[src/hdl/cea_pkg.sv]
// Shared word types and code constants for the effective-address unit.
package cea_pkg;

    // Input word opcodes
    localparam logic OP_BEGIN = 1'b0;
    localparam logic OP_DATA  = 1'b1;

    // Result word kinds
    localparam logic KIND_REQ  = 1'b0;
    localparam logic KIND_DONE = 1'b1;

    // Addressing modes; codes above MODE_IND finish at once
    localparam logic [3:0] MODE_IMM  = 4'd0;
    localparam logic [3:0] MODE_ZP   = 4'd1;
    localparam logic [3:0] MODE_ZPX  = 4'd2;
    localparam logic [3:0] MODE_ZPY  = 4'd3;
    localparam logic [3:0] MODE_ABS  = 4'd4;
    localparam logic [3:0] MODE_ABSX = 4'd5;
    localparam logic [3:0] MODE_ABSY = 4'd6;
    localparam logic [3:0] MODE_INDX = 4'd7;
    localparam logic [3:0] MODE_INDY = 4'd8;
    localparam logic [3:0] MODE_IND  = 4'd9;

    // Operand step counter values
    localparam logic [1:0] STEP_0 = 2'd0;
    localparam logic [1:0] STEP_1 = 2'd1;
    localparam logic [1:0] STEP_2 = 2'd2;

    typedef struct packed {
        logic        op;
        logic [3:0]  mode;
        logic [15:0] pc;
        logic [7:0]  x_index;
        logic [7:0]  y_index;
        logic [7:0]  read_data;
    } t_in_word;

    typedef struct packed {
        logic        kind;
        logic [15:0] bus_address;
        logic [15:0] next_pc;
        logic        page_crossed;
    } t_out_word;

endpackage

[src/hdl/cpu_effective_address_unit.sv]
// Effective-address unit: operand fetch sequencing and address formation.
// The result word for an accepted input word is registered and appears in the cycle after it is accepted.
// Throughput: one input word per cycle; each word yields at most one result.
// The result register stalls the input only while it is full and stalled.
// Reset (synchronous, active low) clears the sequencer state and empties
// the result register.
module cpu_effective_address_unit (
    input  logic              i_clk,
    input  logic              i_rst_n,
    input  logic              i_in_valid,
    output logic              o_in_stall,
    input  cea_pkg::t_in_word i_in_word,
    output logic              o_out_valid,
    input  logic              i_out_stall,
    output cea_pkg::t_out_word o_out_word
);
    import cea_pkg::*;

    // Sequencer state
    logic        r_busy,      n_busy;
    logic [3:0]  r_mode,      n_mode;
    logic [1:0]  r_step,      n_step;
    logic [15:0] r_saved_pc,  n_saved_pc;
    logic [7:0]  r_saved_x,   n_saved_x;
    logic [7:0]  r_saved_y,   n_saved_y;
    logic [7:0]  r_low_byte,  n_low_byte;
    logic [15:0] r_pointer,   n_pointer;

    // Result register
    logic        r_out_valid;
    t_out_word   r_out_word;

    logic        in_accept;
    logic        res_valid;
    t_out_word   res_word;

    // Datapath helpers
    logic [7:0]  data;
    logic [7:0]  idx;
    logic [8:0]  low_sum;
    logic [15:0] base;
    logic [7:0]  ptr_inc;

    // Result register can take a word when empty or draining this cycle
    assign o_in_stall = r_out_valid && i_out_stall;
    assign in_accept  = i_in_valid && !o_in_stall;

    assign data = i_in_word.read_data;

    always_comb begin
        // index for the absolute indexed and indirect-indexed adds
        unique case (r_mode)
            MODE_ABSX: idx = r_saved_x;
            MODE_ABSY,
            MODE_INDY: idx = r_saved_y;
            default:   idx = 8'h00;
        endcase
        low_sum = {1'b0, r_low_byte} + {1'b0, idx};
        base    = {data, r_low_byte};
        ptr_inc = r_pointer[7:0] + 8'd1;
    end

    always_comb begin
        n_busy     = r_busy;
        n_mode     = r_mode;
        n_step     = r_step;
        n_saved_pc = r_saved_pc;
        n_saved_x  = r_saved_x;
        n_saved_y  = r_saved_y;
        n_low_byte = r_low_byte;
        n_pointer  = r_pointer;
        res_valid  = 1'b0;
        res_word   = '0;

        if (i_in_word.op == OP_BEGIN) begin
            // begin always restarts, abandoning any walk in progress
            n_mode     = i_in_word.mode;
            n_saved_pc = i_in_word.pc;
            n_saved_x  = i_in_word.x_index;
            n_saved_y  = i_in_word.y_index;
            n_low_byte = 8'h00;
            n_pointer  = 16'h0000;
            n_step     = STEP_0;
            res_valid  = 1'b1;
            if (i_in_word.mode == MODE_IMM) begin
                n_busy   = 1'b0;
                res_word = '{KIND_DONE, i_in_word.pc, i_in_word.pc + 16'd1, 1'b0};
            end else if (i_in_word.mode > MODE_IND) begin
                // unknown mode: done at once, pc unchanged
                n_busy   = 1'b0;
                res_word = '{KIND_DONE, i_in_word.pc, i_in_word.pc, 1'b0};
            end else begin
                n_busy   = 1'b1;
                res_word = '{KIND_REQ, i_in_word.pc, 16'h0000, 1'b0};
            end
        end else if (r_busy) begin
            res_valid = 1'b1;
            // default assumes done; request arms override
            n_busy = 1'b0;
            n_step = STEP_0;
            unique case (r_mode)
                MODE_ZP: begin
                    res_word = '{KIND_DONE, {8'h00, data}, r_saved_pc + 16'd1, 1'b0};
                end
                MODE_ZPX: begin
                    res_word = '{KIND_DONE, {8'h00, data + r_saved_x},
                                 r_saved_pc + 16'd1, 1'b0};
                end
                MODE_ZPY: begin
                    res_word = '{KIND_DONE, {8'h00, data + r_saved_y},
                                 r_saved_pc + 16'd1, 1'b0};
                end
                MODE_ABS, MODE_ABSX, MODE_ABSY: begin
                    if (r_step == STEP_0) begin
                        n_busy     = 1'b1;
                        n_step     = r_step + 2'd1;
                        n_low_byte = data;
                        res_word   = '{KIND_REQ, r_saved_pc + 16'd1, 16'h0000, 1'b0};
                    end else begin
                        res_word = '{KIND_DONE, base + {8'h00, idx},
                                     r_saved_pc + 16'd2, low_sum[8]};
                    end
                end
                MODE_INDX, MODE_INDY: begin
                    if (r_step == STEP_0) begin
                        // zero-page pointer, pre-indexed by X for indx
                        n_busy    = 1'b1;
                        n_step    = r_step + 2'd1;
                        n_pointer = {8'h00,
                                     (r_mode == MODE_INDX) ? data + r_saved_x : data};
                        res_word  = '{KIND_REQ, n_pointer, 16'h0000, 1'b0};
                    end else if (r_step == STEP_1) begin
                        n_busy     = 1'b1;
                        n_step     = r_step + 2'd1;
                        n_low_byte = data;
                        res_word   = '{KIND_REQ, {8'h00, ptr_inc}, 16'h0000, 1'b0};
                    end else begin
                        res_word = '{KIND_DONE, base + {8'h00, idx},
                                     r_saved_pc + 16'd1, low_sum[8]};
                    end
                end
                MODE_IND: begin
                    if (r_step == STEP_0) begin
                        n_busy     = 1'b1;
                        n_step     = r_step + 2'd1;
                        n_low_byte = data;
                        res_word   = '{KIND_REQ, r_saved_pc + 16'd1, 16'h0000, 1'b0};
                    end else if (r_step == STEP_1) begin
                        n_busy    = 1'b1;
                        n_step    = r_step + 2'd1;
                        n_pointer = base;
                        res_word  = '{KIND_REQ, base, 16'h0000, 1'b0};
                    end else if (r_step == STEP_2) begin
                        // high byte stays in the pointer's page (wrap bug)
                        n_busy     = 1'b1;
                        n_step     = r_step + 2'd1;
                        n_low_byte = data;
                        res_word   = '{KIND_REQ, {r_pointer[15:8], ptr_inc},
                                       16'h0000, 1'b0};
                    end else begin
                        res_word = '{KIND_DONE, base, r_saved_pc, 1'b0};
                    end
                end
                default: begin
                    // not reachable while busy; drop the word
                    res_valid = 1'b0;
                end
            endcase
        end
        // read data while idle: ignored
    end

    always_ff @(posedge i_clk) begin
        if (!i_rst_n) begin
            r_busy      <= 1'b0;
            r_mode      <= MODE_IMM;
            r_step      <= STEP_0;
            r_saved_pc  <= 16'h0000;
            r_saved_x   <= 8'h00;
            r_saved_y   <= 8'h00;
            r_low_byte  <= 8'h00;
            r_pointer   <= 16'h0000;
            r_out_valid <= 1'b0;
        end else begin
            if (in_accept) begin
                r_busy     <= n_busy;
                r_mode     <= n_mode;
                r_step     <= n_step;
                r_saved_pc <= n_saved_pc;
                r_saved_x  <= n_saved_x;
                r_saved_y  <= n_saved_y;
                r_low_byte <= n_low_byte;
                r_pointer  <= n_pointer;
            end
            if (in_accept && res_valid) begin
                r_out_valid <= 1'b1;
            end else if (!i_out_stall) begin
                r_out_valid <= 1'b0;
            end
        end
    end

    // payload register, no reset
    always_ff @(posedge i_clk) begin
        if (in_accept && res_valid) begin
            r_out_word <= res_word;
        end
    end

    assign o_out_valid = r_out_valid;
    assign o_out_word  = r_out_word;

endmodule

[config.mk]
export PLATFORM = sky130hd
export DESIGN_NAME = cpu_effective_address_unit
export DESIGN_NICKNAME = d
export VERILOG_FILES = /design/src/hdl/cea_pkg.sv /design/src/hdl/cpu_effective_address_unit.sv
export SDC_FILE = /design/constraint.sdc
export NUM_CORES = 1
export LEC_CHECK = 0
export BUFFER_PORTS_ARGS = -buffer_cell sky130_fd_sc_hd__buf_4
export CELL_PAD_IN_SITES_DETAIL_PLACEMENT = 1
export CELL_PAD_IN_SITES_GLOBAL_PLACEMENT = 1
export CORE_UTILIZATION = 25
export DETAILED_ROUTE_END_ITERATION = 8
export GPL_ROUTABILITY_DRIVEN = 1
export PLACE_DENSITY_LB_ADDON = 0.12
export SLEW_MARGIN = 0
export SYNTH_ARGS = -nofsm -noshare
export SYNTH_HDL_FRONTEND = slang
export SYNTH_SLANG_ARGS = --single-unit
[constraint.sdc]
create_clock -name i_clk -period 4.1 [get_ports i_clk]
set_input_delay 0.41 -clock i_clk [delete_from_list [all_inputs] [get_ports i_clk]]
set_output_delay 0.41 -clock i_clk [all_outputs]
set_load 0.01 [all_outputs]
Word-level counts from Yosys, hierarchy flattened
Cells that the tools add are included.
- register bits after elaboration: 98
- bits in latches: 0
- RAM bits: 0
- ROM bits: 0
- output and inout bits: 36
- memories kept: 0
- add/subtract/negate cells: 9
- multipliers: 0
- divide/modulo/power cells: 0
- order comparisons: 1
- eq/ne operators: 23
- shifts and indexed selects: 0
- multiplexer cells: 53
- bitwise logic cells: 1
- reductions and logical operators: 14
- operators with widths (kind ; number):
    2-to-1 mux 34 bit ; 10
    one-hot mux 34 bit (6 select lines) ; 1
    2-to-1 mux 16 bit ; 5
    2-to-1 mux 8 bit ; 9
    adder 16 x 1 -> 16 bit (second input constant) ; 2
    one-hot mux 16 bit (2 select lines) ; 1
    one-hot mux 8 bit (3 select lines) ; 1
    inequality test 3 bit (second input constant) ; 6
    adder 16 x 2 -> 16 bit (second input constant) ; 1
    adder 16 x 8 -> 16 bit ; 1
    adder 8 bit ; 2
    equality test 4 x 3 -> 1 bit (second input constant) ; 4
    2-to-1 mux 2 bit ; 8
    one-hot mux 8 bit (2 select lines) ; 1
    2-to-1 mux 1 bit ; 15
    adder 8 x 8 -> 9 bit ; 1
    OR reduction 9 bit ; 1
    adder 8 x 1 -> 8 bit (second input constant) ; 1
    equality test 4 x 2 -> 1 bit (second input constant) ; 2
    equality test 4 bit (second input constant) ; 2
    inequality test 4 bit (second input constant) ; 2
    AND reduction 8 bit ; 1
    one-hot mux 2 bit (3 select lines) ; 1
    AND reduction 6 bit ; 1
    17 further kinds ; 22

Logic depth before layout (Yosys ltp)
- word-level depth: 9
- gate-level depth with buffers: 16
- mapped depth without buffers: 14

Least setup slack after synthesis
OpenSTA, ideal clock, no wires.
- path kind: register to register
- start point: reg r_mode[0]
- end point: reg r_out_word (netlist bit o_out_word[31]), data pin
- arrival: 2.984 ns
- data required time: 3.827 ns
- setup slack: 0.843 ns
- stages on the path, launching flop included: 17
- buffers on the path: 2
- clock period less this slack: 3.257 ns
- path through: dfxtp_1 buf_4 nor2b_1 and2_0 clkbuf_1 a22oi_1 o21ai_0 ha_1 inv_1 fa_1 nor2b_1 o2111ai_1 a21boi_0 o21ai_0 a21oi_1 xnor2_1 o221ai_1
- RTL lines (item ; RTL line ; RTL):
    start, declared ; cpu_effective_address_unit.sv:21 ; logic [3:0] r_mode, n_mode;
    start signal, assigned ; cpu_effective_address_unit.sv:187 ; r_mode <= n_mode;
    end signal, assigned ; cpu_effective_address_unit.sv:206 ; r_out_word <= res_word;
    end, declared ; cpu_effective_address_unit.sv:31 ; t_out_word r_out_word;

==> flow_metrics.env <==
export IMPL_synthCells=1003
export IMPL_critical_path_slowest_cell="fa_1"
export IMPL_cts_sinks=98
export IMPL_status="finished clean"
export IMPL_slew_violations=0
export IMPL_via_count=7711
export IMPL_post_route_util_pct=29.80
export IMPL_drv_cap=0
export IMPL_cp_arrival_ns=3.77
export IMPL_cts_buffers=9
export IMPL_ir_drop_mv=0.2093
export IMPL_clk_pin_slew_worst_paths_ns=0.08
export IMPL_grt_antenna_before_repair=0
export IMPL_synth_area_sq_um=7825
export IMPL_endpoint_kind="flip-flop"
export IMPL_leakage_nw=3.359
export IMPL_cts_tree="yes"
export IMPL_drt_iter0_drc=447
export IMPL_r2r_setup_slack_ns=0.43
export IMPL_postCtsSetupRepairBufs=0
export IMPL_routedWlPerCell_um=22.72
export IMPL_clockBufferDepth=2
export IMPL_netlist_top_cells_count="nand2_1, nor2_1, dfxtp_1"
export IMPL_stdcell_area_sq_um=9140
export IMPL_synth_flop_cell="dfxtp_1"
export IMPL_grt_pass1_wl_mm=49.49
export IMPL_hold_path_class="in -> reg"
export IMPL_grt_max_degree=42
export IMPL_clk_insertion_delay_late_ns=0.37
export IMPL_cp_num_buf_inv=2
export IMPL_portBuffers=84
export IMPL_async_flop_share_pct=0
export IMPL_critPathMaxStageDelay_ns=0.41
export IMPL_power_density_nw_per_um2=271.5
export IMPL_rows=64
export IMPL_hold_end="r_saved_x[7]$_SDFFE_PN0P_"
export IMPL_reg2reg_to="o_out_word[31]$_DFFE_PP_"
export IMPL_hold_ws_ns=0.2918
export IMPL_hold_viol_final=0
export IMPL_crit_reg2reg_launch="r_mode[0]$_SDFFE_PN0P_"
export IMPL_initial_core_util_pct=25.51
export IMPL_cp_start_kind="flip-flop"
export IMPL_grt_setup_unrepaired="no"
export IMPL_first_pass_iters=5
export IMPL_tightestPinTransition_ns=1.026
export IMPL_whs_path_depth=3
export IMPL_crit_fanout=20
export IMPL_drive_gt1_share_pct=14.00
export IMPL_crit_family="compound AO/OA/AOI/OAI gates"
export IMPL_synth_most_common_cell="nand2_1"
export IMPL_path_cells="buf_4, nor2_1, and3_1, nand2_1, o21ai_0, ha_1, inv_1, fa_1, nor2b_1, o2111ai_1, a21boi_0, o21ai_0, a21oi_1, xnor2_1, o221ai_1"
export IMPL_finalCriticalPeriod_ns=3.670
export IMPL_grt_total_usage_pct=21.21
export IMPL_drc=0
export IMPL_worstHoldStart="i_in_word[23]"
export IMPL_synth_cell_type_count=81
export IMPL_clockRootBuffer="clkbuf_16"
export IMPL_htree_levels=3
export IMPL_fmax_mhz=272.5
export IMPL_finalCritPeriodShare_pct=89.52
export IMPL_finalWeightedCongestion=0.8833
export IMPL_dp_hpwl_mm=25.47
export IMPL_slew_headroom_pct=31.13
export IMPL_via_per_inst=5.303
export IMPL_synth_edf_count=34
export IMPL_path_common_cell="o21ai_0"
export IMPL_dieArea_sq_um=32010
export IMPL_pin_count=85
export IMPL_antenna_left=0
export IMPL_gr_total_overflow=0
export IMPL_cts_hold_buf=0
export IMPL_cp_data_required_time_ns=4.20
export IMPL_final_setup_viol_count=0
export IMPL_criticalPathCategory="reg -> reg"
export IMPL_core_sq_um=30670
export IMPL_ys_ff_latch=98
export IMPL_synth_fp_nets=1087
export IMPL_reg2reg_depth=15
export IMPL_die_h_um=178.9
export IMPL_yosysWarnings=0
export IMPL_fin_nets=1136
export IMPL_die_width_um=178.9
export IMPL_synth_top_cell_by_area="dfxtp_1"
export IMPL_final_setup_skew_ns=0.01347
export IMPL_setup_tns_final_ns=0
export IMPL_cts_resized=0
export IMPL_yosysTopAreaCellShare_pct=16.37
export IMPL_area_growth_pct=16.81
export IMPL_first_global_vias=7741
export IMPL_seq_area_frac_synth_pct=29.42
export IMPL_totalWireLength_mm=33.03
export IMPL_post_dp_cell_area_sq_um=8851
export IMPL_synthTopCellsByArea="dfxtp_1, edfxtp_1, nand2_1"
export IMPL_postSynthAreaPerCell_sq_um=7.802
## worst max path at each step
| stage | startpoint | slack, ns | to | cells past startpoint |
|---|---|---|---|---|
| 2_1_floorplan | r_mode[0]$_SDFFE_PN0P_ | 0.84 | o_out_word[31]$_DFFE_PP_ | 16 |
| 3_3_place_gp | r_mode[0]$_SDFFE_PN0P_ | 0.57 | o_out_word[29]$_DFFE_PP_ | 14 |
| 3_5_place_dp | r_mode[0]$_SDFFE_PN0P_ | 0.48 | o_out_word[31]$_DFFE_PP_ | 15 |
| 4_1_cts | r_mode[0]$_SDFFE_PN0P_ | 0.45 | o_out_word[31]$_DFFE_PP_ | 15 |
| 5_1_grt | r_mode[0]$_SDFFE_PN0P_ | 0.19 | o_out_word[31]$_DFFE_PP_ | 15 |
| 6_report | r_mode[0]$_SDFFE_PN0P_ | 0.43 | o_out_word[31]$_DFFE_PP_ | 15 |
## registers in the layout, summed over array words and instances, names as in the netlist
register and cells:
r_pointer 16, r_saved_x 8, o_out_word 34, r_busy 1
r_low_byte 8, o_out_valid 1, r_saved_pc 16, r_step 2
r_saved_y 8, r_mode 4
## layer usage
layer	wire, um	GRT usage [%]
met1	15560	28.32
met2	15860	36.13
met3	1137	1.930
met4	479	5.897
met5	0	0
## cell families (layout without fill, tap and decap cells)
family	count (synthesis)	in the layout	share of synthesized area, %
AND/OR/NAND/NOR	379	379	22.40
AO/OA/AOI/OAI	328	328	29.07
flip-flops	98	98	29.42
buffers and inverters	93	147	4.989
XOR/XNOR	47	47	5.261
adder cells (fa/ha/maj)	35	35	5.884
multiplexers	23	23	2.974
other	0	1	0
## report_power, final
group / internal, W / switching (W) / total (W)
clock: 0.000470 / 0.000424 / 0.000893
combinational: 0.000189 / 0.000312 / 0.000500
sequential: 0.00105 / 0.0000416 / 0.00109
## worst reg2reg max path, delay by kind of cell (launching register included)
family | cells | cell delay (ns)
AO/OA/AOI/OAI | 6 | 1.13
AND/OR/NAND/NOR | 4 | 0.90
adder cells (fa/ha/maj) | 2 | 0.63
flip-flops | 1 | 0.31
buffers and inverters | 2 | 0.27
XOR/XNOR | 1 | 0.14
## final cells by class
class / count / area, sq um
sequential: 98 / 2302
clock buffer: 10 / 229.0
timing repair buffer: 110 / 825.8
antenna: 1 / 2.502
multi-input combinational: 812 / 5149
clock inverter: 6 / 57.56
inverter: 21 / 78.83
fill: 3694 / 21530
tap: 396 / 495.5
## layout by cell type, fill, tap and decap left out, types with 13 or more instances in the layout
master      n
a21boi_1   14
xor2_1     20
nand2_1   177
mux2i_1    21
edfxtp_1   34
buf_4     110
o21ai_0    57
nor2_1     69
a21boi_0   43
o22ai_1    18
a21oi_1    49
dfxtp_1    64
nand3_1    37
and3_1     13
a211oi_1   16
inv_1      19
ha_1       32
a22oi_1    19
xnor2_1    27
## through the flow
stage | total power (W) | setup WS (ns) | instances
final | 0.002481 | 0.4298 | 1454
after floorplan | 0.001382 | 0.8434 | 1003
after global placement | 0.001613 | 0.5708 | 1437
after global routing | 0.002586 | 0.1876 | 1453
after detailed placement | 0.001614 | 0.4817 | 1437
after CTS | 0.002512 | 0.4542 | 1453
Power figures use the tool's default switching activity.
